## config.mk

```make
export PLATFORM = sky130hd
export DESIGN_NAME = tilt_equalizer_filter
export DESIGN_NICKNAME = d
export VERILOG_FILES = /design/src/sv/tef_pkg.sv /design/src/sv/tef_ctrl.sv /design/src/sv/tef_datapath.sv /design/src/sv/tilt_equalizer_filter.sv
export SDC_FILE = /design/constraint.sdc
export NUM_CORES = 2
export LEC_CHECK = 0
export BUFFER_PORTS_ARGS = -buffer_cell sky130_fd_sc_hd__buf_2
export CORE_MARGIN = 2
export CORE_UTILIZATION = 45
export CTS_BUF_LIST = sky130_fd_sc_hd__clkbuf_16
export DETAILED_ROUTE_END_ITERATION = 8
export HOLD_SLACK_MARGIN = 0.02
export SETUP_SLACK_MARGIN = 0.4
export SLEW_MARGIN = 10
export SYNTH_ARGS = -nofsm -noshare
export SYNTH_HDL_FRONTEND = slang
export SYNTH_SLANG_ARGS = --single-unit
```

## constraint.sdc

```tcl
create_clock -name clk_i -period 13.9 [get_ports clk_i]
set_input_delay 0.695 -clock clk_i [delete_from_list [all_inputs] [get_ports clk_i]]
set_output_delay 0.695 -clock clk_i [all_outputs]
set_load 0.01 [all_outputs]
```

## src/sv/tef_pkg.sv

```systemverilog
// ----------------------------------------------------------------------------
// tef_pkg
// Shared types and constants of the tilt equalizer: register map, the
// configuration bundle, and the command/status structs between the
// sequencer and the datapath.
// ----------------------------------------------------------------------------
`default_nettype none

package tef_pkg;

  // coefficient format: signed Q7.24
  localparam int unsigned COEF_FRAC = 24;

  // register indexes (byte address is 4 * index)
  localparam logic [2:0] REG_MONO_MODE     = 3'd0;
  localparam logic [2:0] REG_LOWPASS_FEED  = 3'd1;
  localparam logic [2:0] REG_LOWPASS_FB    = 3'd2;
  localparam logic [2:0] REG_LOW_GAIN      = 3'd3;
  localparam logic [2:0] REG_HIGH_GAIN     = 3'd4;
  localparam logic [2:0] REG_OUTPUT_GAIN   = 3'd5;

  // reset value of output gain: unity in Q7.24
  localparam logic signed [31:0] OUTPUT_GAIN_RESET = 32'sd16777216;

  // half an lsb of the coefficient scale, added before the shift
  localparam logic signed [63:0] ROUND_HALF = 64'sd8388608;

  // 32-bit signed limits at accumulator width
  localparam logic signed [41:0] S32_MAX = 42'sd2147483647;
  localparam logic signed [41:0] S32_MIN = -42'sd2147483648;

  // configuration registers as seen by the datapath
  typedef struct packed {
    logic               mono;
    logic signed [31:0] feed;
    logic signed [31:0] feedback;
    logic signed [31:0] low_gain;
    logic signed [31:0] high_gain;
    logic signed [31:0] out_gain;
  } cfg_t;

  // multiplier operand pair
  typedef enum logic [2:0] {
    MUL_FEED_X,
    MUL_FB_LP,
    MUL_LOW_L,
    MUL_HIGH_HP,
    MUL_OUT_PRE
  } mul_sel_e;

  // accumulator / register update
  typedef enum logic [2:0] {
    OP_NONE,
    OP_LOAD_X,
    OP_ACC_LOAD,
    OP_LP_UPDATE,
    OP_HIGHPASS,
    OP_PRE_LOAD,
    OP_PRE_SAT,
    OP_STORE_Y
  } alu_op_e;

  typedef struct packed {
    logic     take_in;
    logic     push;
    logic     chan;
    mul_sel_e mul_sel;
    alu_op_e  alu_op;
  } cmd_t;

  typedef struct packed {
    logic slot_free;
  } status_t;

  // saturate an accumulator value to 32 bits signed
  function automatic logic signed [31:0] sat32(input logic signed [41:0] v);
    logic signed [31:0] r;
    if (v > S32_MAX) begin
      r = 32'sh7fffffff;
    end else if (v < S32_MIN) begin
      r = 32'sh80000000;
    end else begin
      r = v[31:0];
    end
    return r;
  endfunction

endpackage

`default_nettype wire

```

## src/sv/tef_ctrl.sv

```systemverilog
// ----------------------------------------------------------------------------
// tef_ctrl
// Sequencer of the tilt equalizer: walks one channel through the shared
// multiplier schedule, repeats for the right channel in stereo mode, then
// hands the result pair to the output register.
// ----------------------------------------------------------------------------
`default_nettype none

module tef_ctrl (
  input  wire logic            clk_i,
  input  wire logic            rst_ni,
  input  wire logic            in_valid_i,
  output logic                 in_ready_o,
  input  wire logic            mono_i,
  input  wire tef_pkg::status_t status_i,
  output tef_pkg::cmd_t        cmd_o
);

  typedef enum logic [3:0] {
    ST_IDLE,
    ST_LOAD_X,
    ST_MUL_FEED,
    ST_MUL_FB,
    ST_ACC,
    ST_LP_UPD,
    ST_MUL_LOW,
    ST_MUL_HIGH,
    ST_PRE_LOAD,
    ST_PRE_SAT,
    ST_MUL_OUT,
    ST_WAIT_OUT,
    ST_STORE,
    ST_PUSH
  } state_e;

  state_e state_q, state_d;
  logic   chan_q, chan_d;

  assign in_ready_o = (state_q == ST_IDLE);

  // next state and command decode
  always_comb begin
    state_d        = state_q;
    chan_d         = chan_q;
    cmd_o.take_in  = 1'b0;
    cmd_o.push     = 1'b0;
    cmd_o.chan     = chan_q;
    cmd_o.mul_sel  = tef_pkg::MUL_FEED_X;
    cmd_o.alu_op   = tef_pkg::OP_NONE;
    case (state_q)
      ST_IDLE: begin
        if (in_valid_i) begin
          cmd_o.take_in = 1'b1;
          chan_d        = 1'b0;
          state_d       = ST_LOAD_X;
        end
      end
      ST_LOAD_X: begin
        cmd_o.alu_op = tef_pkg::OP_LOAD_X;
        state_d      = ST_MUL_FEED;
      end
      ST_MUL_FEED: begin
        cmd_o.mul_sel = tef_pkg::MUL_FEED_X;
        state_d       = ST_MUL_FB;
      end
      ST_MUL_FB: begin
        cmd_o.mul_sel = tef_pkg::MUL_FB_LP;
        state_d       = ST_ACC;
      end
      ST_ACC: begin
        cmd_o.alu_op = tef_pkg::OP_ACC_LOAD;
        state_d      = ST_LP_UPD;
      end
      ST_LP_UPD: begin
        cmd_o.alu_op = tef_pkg::OP_LP_UPDATE;
        state_d      = ST_MUL_LOW;
      end
      ST_MUL_LOW: begin
        cmd_o.mul_sel = tef_pkg::MUL_LOW_L;
        cmd_o.alu_op  = tef_pkg::OP_HIGHPASS;
        state_d       = ST_MUL_HIGH;
      end
      ST_MUL_HIGH: begin
        cmd_o.mul_sel = tef_pkg::MUL_HIGH_HP;
        state_d       = ST_PRE_LOAD;
      end
      ST_PRE_LOAD: begin
        cmd_o.alu_op = tef_pkg::OP_PRE_LOAD;
        state_d      = ST_PRE_SAT;
      end
      ST_PRE_SAT: begin
        cmd_o.alu_op = tef_pkg::OP_PRE_SAT;
        state_d      = ST_MUL_OUT;
      end
      ST_MUL_OUT: begin
        cmd_o.mul_sel = tef_pkg::MUL_OUT_PRE;
        state_d       = ST_WAIT_OUT;
      end
      ST_WAIT_OUT: begin
        state_d = ST_STORE;
      end
      ST_STORE: begin
        cmd_o.alu_op = tef_pkg::OP_STORE_Y;
        if (!mono_i && !chan_q) begin
          chan_d  = 1'b1;
          state_d = ST_LOAD_X;
        end else begin
          state_d = ST_PUSH;
        end
      end
      ST_PUSH: begin
        if (status_i.slot_free) begin
          cmd_o.push = 1'b1;
          state_d    = ST_IDLE;
        end
      end
      default: begin
        state_d = ST_IDLE;
      end
    endcase
  end

  // state register
  always_ff @(posedge clk_i or negedge rst_ni) begin
    if (!rst_ni) begin
      state_q <= ST_IDLE;
      chan_q  <= 1'b0;
    end else begin
      state_q <= state_d;
      chan_q  <= chan_d;
    end
  end

endmodule

`default_nettype wire

```

## src/sv/tef_datapath.sv

```systemverilog
// ----------------------------------------------------------------------------
// tef_datapath
// One shared 32x32 multiplier with registered product and rounding stage,
// an accumulator, the two lowpass state registers and the output register.
// ----------------------------------------------------------------------------
`default_nettype none

module tef_datapath #(
  parameter int unsigned SampleWidth = 24
) (
  input  wire logic                   clk_i,
  input  wire logic                   rst_ni,
  input  wire tef_pkg::cmd_t          cmd_i,
  input  wire tef_pkg::cfg_t          cfg_i,
  input  wire logic [SampleWidth-1:0] left_in_i,
  input  wire logic [SampleWidth-1:0] right_in_i,
  input  wire logic                   out_ready_i,
  output tef_pkg::status_t            status_o,
  output logic                        out_valid_o,
  output logic [SampleWidth-1:0]      left_out_o,
  output logic [SampleWidth-1:0]      right_out_o
);

  // output saturation limits at rounded-product width
  localparam logic signed [39:0] Y_MAX = {{(41 - SampleWidth){1'b0}}, {(SampleWidth - 1){1'b1}}};
  localparam logic signed [39:0] Y_MIN = ~Y_MAX;

  logic signed [SampleWidth-1:0] xl_q, xr_q;
  logic signed [SampleWidth:0]   pair_sum;
  logic signed [SampleWidth-1:0] avg;
  logic signed [SampleWidth-1:0] x_sel;
  logic signed [31:0]            x_q;
  logic signed [31:0]            lp_l_q, lp_r_q, lp_cur;
  logic signed [31:0]            l_q, hp_q, pre_q;
  logic signed [31:0]            mul_a, mul_b;
  logic signed [63:0]            prod_q, rnd_sum;
  logic signed [39:0]            rnd_q;
  logic signed [41:0]            acc_q;
  logic signed [41:0]            lp_sum, hp_diff, pre_sum;
  logic signed [31:0]            l_new;
  logic signed [SampleWidth-1:0] y_sat;
  logic [SampleWidth-1:0]        y_l_q, y_r_q;
  logic                          out_valid_q;
  logic [SampleWidth-1:0]        out_l_q, out_r_q;

  // mono average with floor
  assign pair_sum = {xl_q[SampleWidth-1], xl_q} + {xr_q[SampleWidth-1], xr_q};
  assign avg      = pair_sum[SampleWidth:1];
  assign x_sel    = cfg_i.mono ? avg : (cmd_i.chan ? xr_q : xl_q);
  assign lp_cur   = cmd_i.chan ? lp_r_q : lp_l_q;

  // multiplier operand select
  always_comb begin
    case (cmd_i.mul_sel)
      tef_pkg::MUL_FEED_X: begin
        mul_a = cfg_i.feed;
        mul_b = x_q;
      end
      tef_pkg::MUL_FB_LP: begin
        mul_a = cfg_i.feedback;
        mul_b = lp_cur;
      end
      tef_pkg::MUL_LOW_L: begin
        mul_a = cfg_i.low_gain;
        mul_b = l_q;
      end
      tef_pkg::MUL_HIGH_HP: begin
        mul_a = cfg_i.high_gain;
        mul_b = hp_q;
      end
      tef_pkg::MUL_OUT_PRE: begin
        mul_a = cfg_i.out_gain;
        mul_b = pre_q;
      end
      default: begin
        mul_a = cfg_i.feed;
        mul_b = x_q;
      end
    endcase
  end

  // round half up to the value scale
  assign rnd_sum = prod_q + tef_pkg::ROUND_HALF;

  // accumulator side arithmetic
  assign lp_sum  = acc_q + 42'(rnd_q);
  assign l_new   = tef_pkg::sat32(lp_sum);
  assign hp_diff = 42'(x_q) - 42'(l_q);
  assign pre_sum = acc_q + 42'(rnd_q);

  // final saturation to sample width
  always_comb begin
    if (rnd_q > Y_MAX) begin
      y_sat = Y_MAX[SampleWidth-1:0];
    end else if (rnd_q < Y_MIN) begin
      y_sat = Y_MIN[SampleWidth-1:0];
    end else begin
      y_sat = rnd_q[SampleWidth-1:0];
    end
  end

  // multiplier and rounding pipeline
  always_ff @(posedge clk_i) begin
    prod_q <= mul_a * mul_b;
    rnd_q  <= rnd_sum[63:tef_pkg::COEF_FRAC];
  end

  // payload registers
  always_ff @(posedge clk_i) begin
    if (cmd_i.take_in) begin
      xl_q <= left_in_i;
      xr_q <= right_in_i;
    end
    case (cmd_i.alu_op)
      tef_pkg::OP_LOAD_X:   x_q   <= 32'(x_sel);
      tef_pkg::OP_ACC_LOAD: acc_q <= 42'(rnd_q);
      tef_pkg::OP_LP_UPDATE: l_q  <= l_new;
      tef_pkg::OP_HIGHPASS: hp_q  <= tef_pkg::sat32(hp_diff);
      tef_pkg::OP_PRE_LOAD: acc_q <= 42'(x_q) + 42'(rnd_q);
      tef_pkg::OP_PRE_SAT:  pre_q <= tef_pkg::sat32(pre_sum);
      tef_pkg::OP_STORE_Y: begin
        if (cmd_i.chan) begin
          y_r_q <= y_sat;
        end else begin
          y_l_q <= y_sat;
          if (cfg_i.mono) begin
            y_r_q <= y_sat;
          end
        end
      end
      default: begin
      end
    endcase
    if (cmd_i.push) begin
      out_l_q <= y_l_q;
      out_r_q <= y_r_q;
    end
  end

  // lowpass state, cleared by reset
  always_ff @(posedge clk_i or negedge rst_ni) begin
    if (!rst_ni) begin
      lp_l_q <= '0;
      lp_r_q <= '0;
    end else if (cmd_i.alu_op == tef_pkg::OP_LP_UPDATE) begin
      if (cmd_i.chan) begin
        lp_r_q <= l_new;
      end else begin
        lp_l_q <= l_new;
      end
    end
  end

  // output register valid
  always_ff @(posedge clk_i or negedge rst_ni) begin
    if (!rst_ni) begin
      out_valid_q <= 1'b0;
    end else if (cmd_i.push) begin
      out_valid_q <= 1'b1;
    end else if (out_ready_i) begin
      out_valid_q <= 1'b0;
    end
  end

  assign status_o.slot_free = !out_valid_q || out_ready_i;
  assign out_valid_o        = out_valid_q;
  assign left_out_o         = out_l_q;
  assign right_out_o        = out_r_q;

endmodule

`default_nettype wire

```

## src/sv/tilt_equalizer_filter.sv

```systemverilog
// ----------------------------------------------------------------------------
// tilt_equalizer_filter
// Stereo tilt equalizer: per channel one-pole lowpass, low and high band
// gains, output gain and saturation, with an optional mono mode.
// ----------------------------------------------------------------------------
// One sample pair is worked through a single shared 32x32 multiplier, five
// products per channel; stereo runs the channels one after the other through
// the schedule, mono runs one pass for both. The next item is accepted once
// the result pair is pushed, a push waiting while the output register holds
// an untaken result. The input side is free again while a finished pair sits
// in the output register. Coefficients are written over the APB port while
// the block is idle, a rule for the user that the block does not enforce.
// Registers lie at byte addresses 0x00 (mono_mode), 0x04 (lowpass_feed),
// 0x08 (lowpass_feedback), 0x0C (low_band_gain), 0x10 (high_band_gain) and
// 0x14 (output_gain), all signed Q7.24 except mono_mode.
`default_nettype none

module tilt_equalizer_filter #(
  parameter int unsigned SAMPLE_WIDTH = 24,
  localparam int unsigned TDATA_W     = ((2 * SAMPLE_WIDTH + 7) / 8) * 8
) (
  input  wire logic               clk_i,
  input  wire logic               rst_ni,
  // input item: left_in, right_in
  input  wire logic               s_axis_tvalid,
  output logic                    s_axis_tready,
  input  wire logic [TDATA_W-1:0] s_axis_tdata,
  // result item: left_out, right_out
  output logic                    m_axis_tvalid,
  input  wire logic               m_axis_tready,
  output logic [TDATA_W-1:0]      m_axis_tdata,
  // configuration
  input  wire logic               psel,
  input  wire logic               penable,
  input  wire logic               pwrite,
  input  wire logic [4:0]         paddr,
  input  wire logic [31:0]        pwdata,
  output logic [31:0]             prdata,
  output logic                    pready
);

  tef_pkg::cfg_t    cfg_q;
  tef_pkg::cmd_t    cmd;
  tef_pkg::status_t status;
  logic [2:0]       reg_idx;
  logic             cfg_wr;
  logic [SAMPLE_WIDTH-1:0] left_out, right_out;

  assign pready  = 1'b1;
  assign reg_idx = paddr[4:2];
  assign cfg_wr  = psel && penable && pwrite && pready;

  // configuration registers
  always_ff @(posedge clk_i or negedge rst_ni) begin
    if (!rst_ni) begin
      cfg_q.mono      <= 1'b0;
      cfg_q.feed      <= '0;
      cfg_q.feedback  <= '0;
      cfg_q.low_gain  <= '0;
      cfg_q.high_gain <= '0;
      cfg_q.out_gain  <= tef_pkg::OUTPUT_GAIN_RESET;
    end else if (cfg_wr) begin
      case (reg_idx)
        tef_pkg::REG_MONO_MODE:    cfg_q.mono      <= pwdata[0];
        tef_pkg::REG_LOWPASS_FEED: cfg_q.feed      <= pwdata;
        tef_pkg::REG_LOWPASS_FB:   cfg_q.feedback  <= pwdata;
        tef_pkg::REG_LOW_GAIN:     cfg_q.low_gain  <= pwdata;
        tef_pkg::REG_HIGH_GAIN:    cfg_q.high_gain <= pwdata;
        tef_pkg::REG_OUTPUT_GAIN:  cfg_q.out_gain  <= pwdata;
        default: begin
        end
      endcase
    end
  end

  // register readback
  always_comb begin
    case (reg_idx)
      tef_pkg::REG_MONO_MODE:    prdata = {31'd0, cfg_q.mono};
      tef_pkg::REG_LOWPASS_FEED: prdata = cfg_q.feed;
      tef_pkg::REG_LOWPASS_FB:   prdata = cfg_q.feedback;
      tef_pkg::REG_LOW_GAIN:     prdata = cfg_q.low_gain;
      tef_pkg::REG_HIGH_GAIN:    prdata = cfg_q.high_gain;
      tef_pkg::REG_OUTPUT_GAIN:  prdata = cfg_q.out_gain;
      default:                   prdata = '0;
    endcase
  end

  tef_ctrl u_ctrl (
    .clk_i      (clk_i),
    .rst_ni     (rst_ni),
    .in_valid_i (s_axis_tvalid),
    .in_ready_o (s_axis_tready),
    .mono_i     (cfg_q.mono),
    .status_i   (status),
    .cmd_o      (cmd)
  );

  tef_datapath #(
    .SampleWidth (SAMPLE_WIDTH)
  ) u_datapath (
    .clk_i       (clk_i),
    .rst_ni      (rst_ni),
    .cmd_i       (cmd),
    .cfg_i       (cfg_q),
    .left_in_i   (s_axis_tdata[SAMPLE_WIDTH-1:0]),
    .right_in_i  (s_axis_tdata[2*SAMPLE_WIDTH-1:SAMPLE_WIDTH]),
    .out_ready_i (m_axis_tready),
    .status_o    (status),
    .out_valid_o (m_axis_tvalid),
    .left_out_o  (left_out),
    .right_out_o (right_out)
  );

  assign m_axis_tdata = TDATA_W'({right_out, left_out});

  // a result is only pushed into a free or draining output register
  a_push_slot_free : assert property (@(posedge clk_i) disable iff (!rst_ni)
    cmd.push |-> (!m_axis_tvalid || m_axis_tready))
    else $error("result pushed over a pending output");

  // once an item is taken the input side stays closed for the next cycle
  a_busy_after_accept : assert property (@(posedge clk_i) disable iff (!rst_ni)
    (s_axis_tvalid && s_axis_tready) |=> !s_axis_tready)
    else $error("input accepted while an item is in work");

  // mono results are identical on both channels
  a_mono_equal : assert property (@(posedge clk_i) disable iff (!rst_ni)
    (m_axis_tvalid && cfg_q.mono) |->
      (m_axis_tdata[SAMPLE_WIDTH-1:0] == m_axis_tdata[2*SAMPLE_WIDTH-1:SAMPLE_WIDTH]))
    else $error("mono result differs between channels");

endmodule

`default_nettype wire

```

==> flow_summary.json <==
{
  "run_status": "finished, final reports clean",
  "clkSinkCount": 617,
  "start_util": 0.453,
  "seq_area_mm2": 0.0166,
  "syn-num-nets": 8047,
  "core_area_mm2": 0.146,
  "place_hpwl_mm": 155,
  "synth_xor_xnor_area_share": 0.0264,
  "drt_pre_antenna_iters": 8,
  "hp-class": "in2async",
  "dieWidth_um": 387,
  "yosys_register_bits": 617,
  "rrSetupSlack_ns": 1.73,
  "final_common_cell": "fa_1",
  "overflow": 0,
  "tns_ns": 0,
  "grt_pass1_vias": 50100,
  "slowest_stage": "fa_1",
  "max-cap-violations": 0,
  "grtUsageTotal": 0.276,
  "hold_viol": 0,
  "cp-end-kind": "flip-flop",
  "worstPathArrival_ns": 12.72,
  "max_slew_margin": 0.174,
  "rsz0062_at_grt": "no",
  "final_core_util": 0.494,
  "antenna_found_initial": 14,
  "synth_top_family_by_area": "adder cells",
  "routed_wl_mm": 204,
  "htreeDepth": 3,
  "vias_per_cell": 5.68,
  "muxShareOfSynthArea": 0.0422,
  "antenna_left": 0,
  "die_y_um": 387,
  "async_flop_share": 0.374,
  "max_slew.worst_pin.slew_ns": 1.22,
  "syn_inst": 6553,
  "vias": 48800,
  "fin_skew_ns": 0.0349,
  "worstReg2RegStart": "u_ctrl.state_q[3]$_DFFE_PN0P_",
  "setup_violations": 0,
  "synth-simple-area-share": 0.112,
  "crit_top_cell": "fa_1",
  "syn_to_final_growth_pct": 9.14,
  "cts_tree": "built",
  "num_io_pins": 175,
  "grt_start_max_net_pins": 104,
  "cp_max_fo": 42,
  "grt_pass1_wl_mm": 311,
  "die_area_mm2": 0.150,
  "max_freq_mhz": 82.1,
  "syn_area_mm2": 0.0659,
  "critical_path.startpoint_type": "flip-flop",
  "synth-edff-count": 305,
  "postCtsResizedCells": 0,
  "dr.first_iter.drc_count": 4245,
  "slowest_delay_ns": 1.11,
  "rr_worst_depth": 31,
  "multiInputGateArea_mm2": 0.0449,
  "maxSlewViolCount": 0,
  "port_buffers": 171,
  "avgSynthCellArea_um2": 10.1,
  "fillers": 13400,
  "timing.rr.end": "u_datapath.prod_q[62]$_DFF_P_",
  "clockBufferDepth": 3,
  "min_period_over_period": 0.876,
  "nNetsFinal": 8112,
  "drc": 0,
  "clock_latency_ns": 0.68,
  "crit_required_ns": 14.45,
  "yosys_warnings": 0,
  "synth-compound-area-share": 0.100,
  "synthFlopType": "edfxtp_1",
  "synthAdderAreaFrac": 0.390,
  "clk_pin_slew_worst_paths_ns": 0.06,
  "gp_congestion": 0.938,
  "layout_common_cells": "1085 x fa_1, 1066 x inv_1, 780 x nand2_1",
  "critPathKind": "reg2reg",
  "num_rows": 140,
  "drive_gt1_frac": 0.107,
  "cts_setup_buffers": 0,
  "cts_hold_buffers": 0,
  "timing.final.crit_period_ns": 12.17,
  "detail_route.wl_per_cell_um": 23.7,
  "cts_inserted_buffers": 68,
  "cts_root_buf": "clkbuf_16",
  "synth.distinct_cells": 85,
  "yosysSeqAreaShare": 0.251
}
layer usage:
| metal | up-vias | routed length [um] | GRT usage |
|---|---|---|---|
| met2 | 2091 | 91800 | 0.428 |
| met1 | 25000 | 84100 | 0.381 |
| met4 | 14 | 9190 | 0.113 |
| li1 | 21300 | - | - |
| met3 | 421 | 18500 | 0.0549 |
| met5 | - | 103 | 0 |
flip-flops by register name (all words and copies together), names as in the netlist, 32 cells and up:
signal and count:
u_datapath.lp_l_q 32, u_datapath.l_q 32, cfg_q 161, u_datapath.prod_q 41
u_datapath.acc_q 41, u_datapath.rnd_q 40, u_datapath.lp_r_q 32, u_datapath.pre_q 32
u_datapath.hp_q 32
area by class of cell:
type / instances / area share
diodes: 7 / 0.000244
clock buffers: 70 / 0.0244
clock inverters: 53 / 0.00525
inverters: 1044 / 0.0545
multi-input cells: 4576 / 0.624
flip-flops and latches: 617 / 0.230
well taps: 1917 / 0.0334
repair buffers: 311 / 0.0275
Yosys cell counts, types with 8 or more instances:
cell type,instances,area (um^2)
fa_1,1085,21700
inv_1,1044,3920
nand2_1,780,2930
nor2_1,646,2420
ha_1,317,3970
edfxtp_1,305,9160
clkbuf_1,282,1060
o21ai_0,242,1210
dfrtp_1,230,5760
a21oi_1,186,931
mux2_2,177,1990
xnor2_1,125,1090
a21o_1,114,856
a221o_1,82,821
dfxtp_1,81,1620
mux2i_1,79,791
xor2_1,74,648
a22oi_1,58,435
a221oi_1,53,464
nand2b_1,47,294
nand3_1,41,205
and2_1,40,250
nor2b_1,39,244
nor3_1,36,180
o21bai_1,36,270
and3_1,31,194
buf_1,29,109
o21a_1,29,218
a211oi_1,22,165
a31oi_1,22,138
nand4_1,20,125
or2_2,18,113
or3_1,14,87.6
o31ai_1,12,90.1
a41oi_1,11,96.3
nor4_1,10,62.6
o211ai_1,9,67.6
a41o_1,8,80.1
cell families after synthesis:
family / after synthesis
AND/OR/NAND/NOR: 1753
adder cells (fa/ha/maj): 1402
other: 1
flip-flops: 617
XOR/XNOR: 199
AO/OA/AOI/OAI: 965
multiplexers: 256
buffers and inverters: 1360
stage by stage:
step	instance area, um^2	std cells	setup slack (ns)	hold slack, ns
floorplan	65900	6553	3.39	0.399
global placement	69700	8464	1.88	0.402
detailed placement	69800	8465	1.82	0.405
CTS	71900	8588	1.81	0.0843
global route	71900	8589	1.22	0.139
finish	71900	8595	1.73	0.0732
how the worst max path moves through the flow:
stage	from	endpoint	slack [ns]	depth (start not counted)
CTS	u_ctrl.state_q[2]$_DFFE_PN0P_	u_datapath.prod_q[62]$_DFF_P_	1.81	30
global route	u_ctrl.state_q[2]$_DFFE_PN0P_	u_datapath.prod_q[62]$_DFF_P_	1.22	32
finish	u_ctrl.state_q[3]$_DFFE_PN0P_	u_datapath.prod_q[62]$_DFF_P_	1.73	31
global placement	u_ctrl.state_q[2]$_DFFE_PN0P_	u_datapath.prod_q[62]$_DFF_P_	1.88	30
floorplan	u_ctrl.state_q[3]$_DFFE_PN0P_	u_datapath.prod_q[62]$_DFF_P_	3.39	37
detailed placement	u_ctrl.state_q[2]$_DFFE_PN0P_	u_datapath.prod_q[63]$_DFF_P_	1.82	30
critical path: cells and delay by family (launching register included):
kind                     cells  cell delay [ns]
flip-flops                   1             0.64
buffers and inverters        7             1.68
XOR/XNOR                     1             0.13
AND/OR/NAND/NOR              6             2.15
adder cells (fa/ha/maj)      9             5.27
AO/OA/AOI/OAI                8             2.16
Power is not shown: default switching activity piles up to over one toggle a cycle in this logic, so the estimate is an artifact.
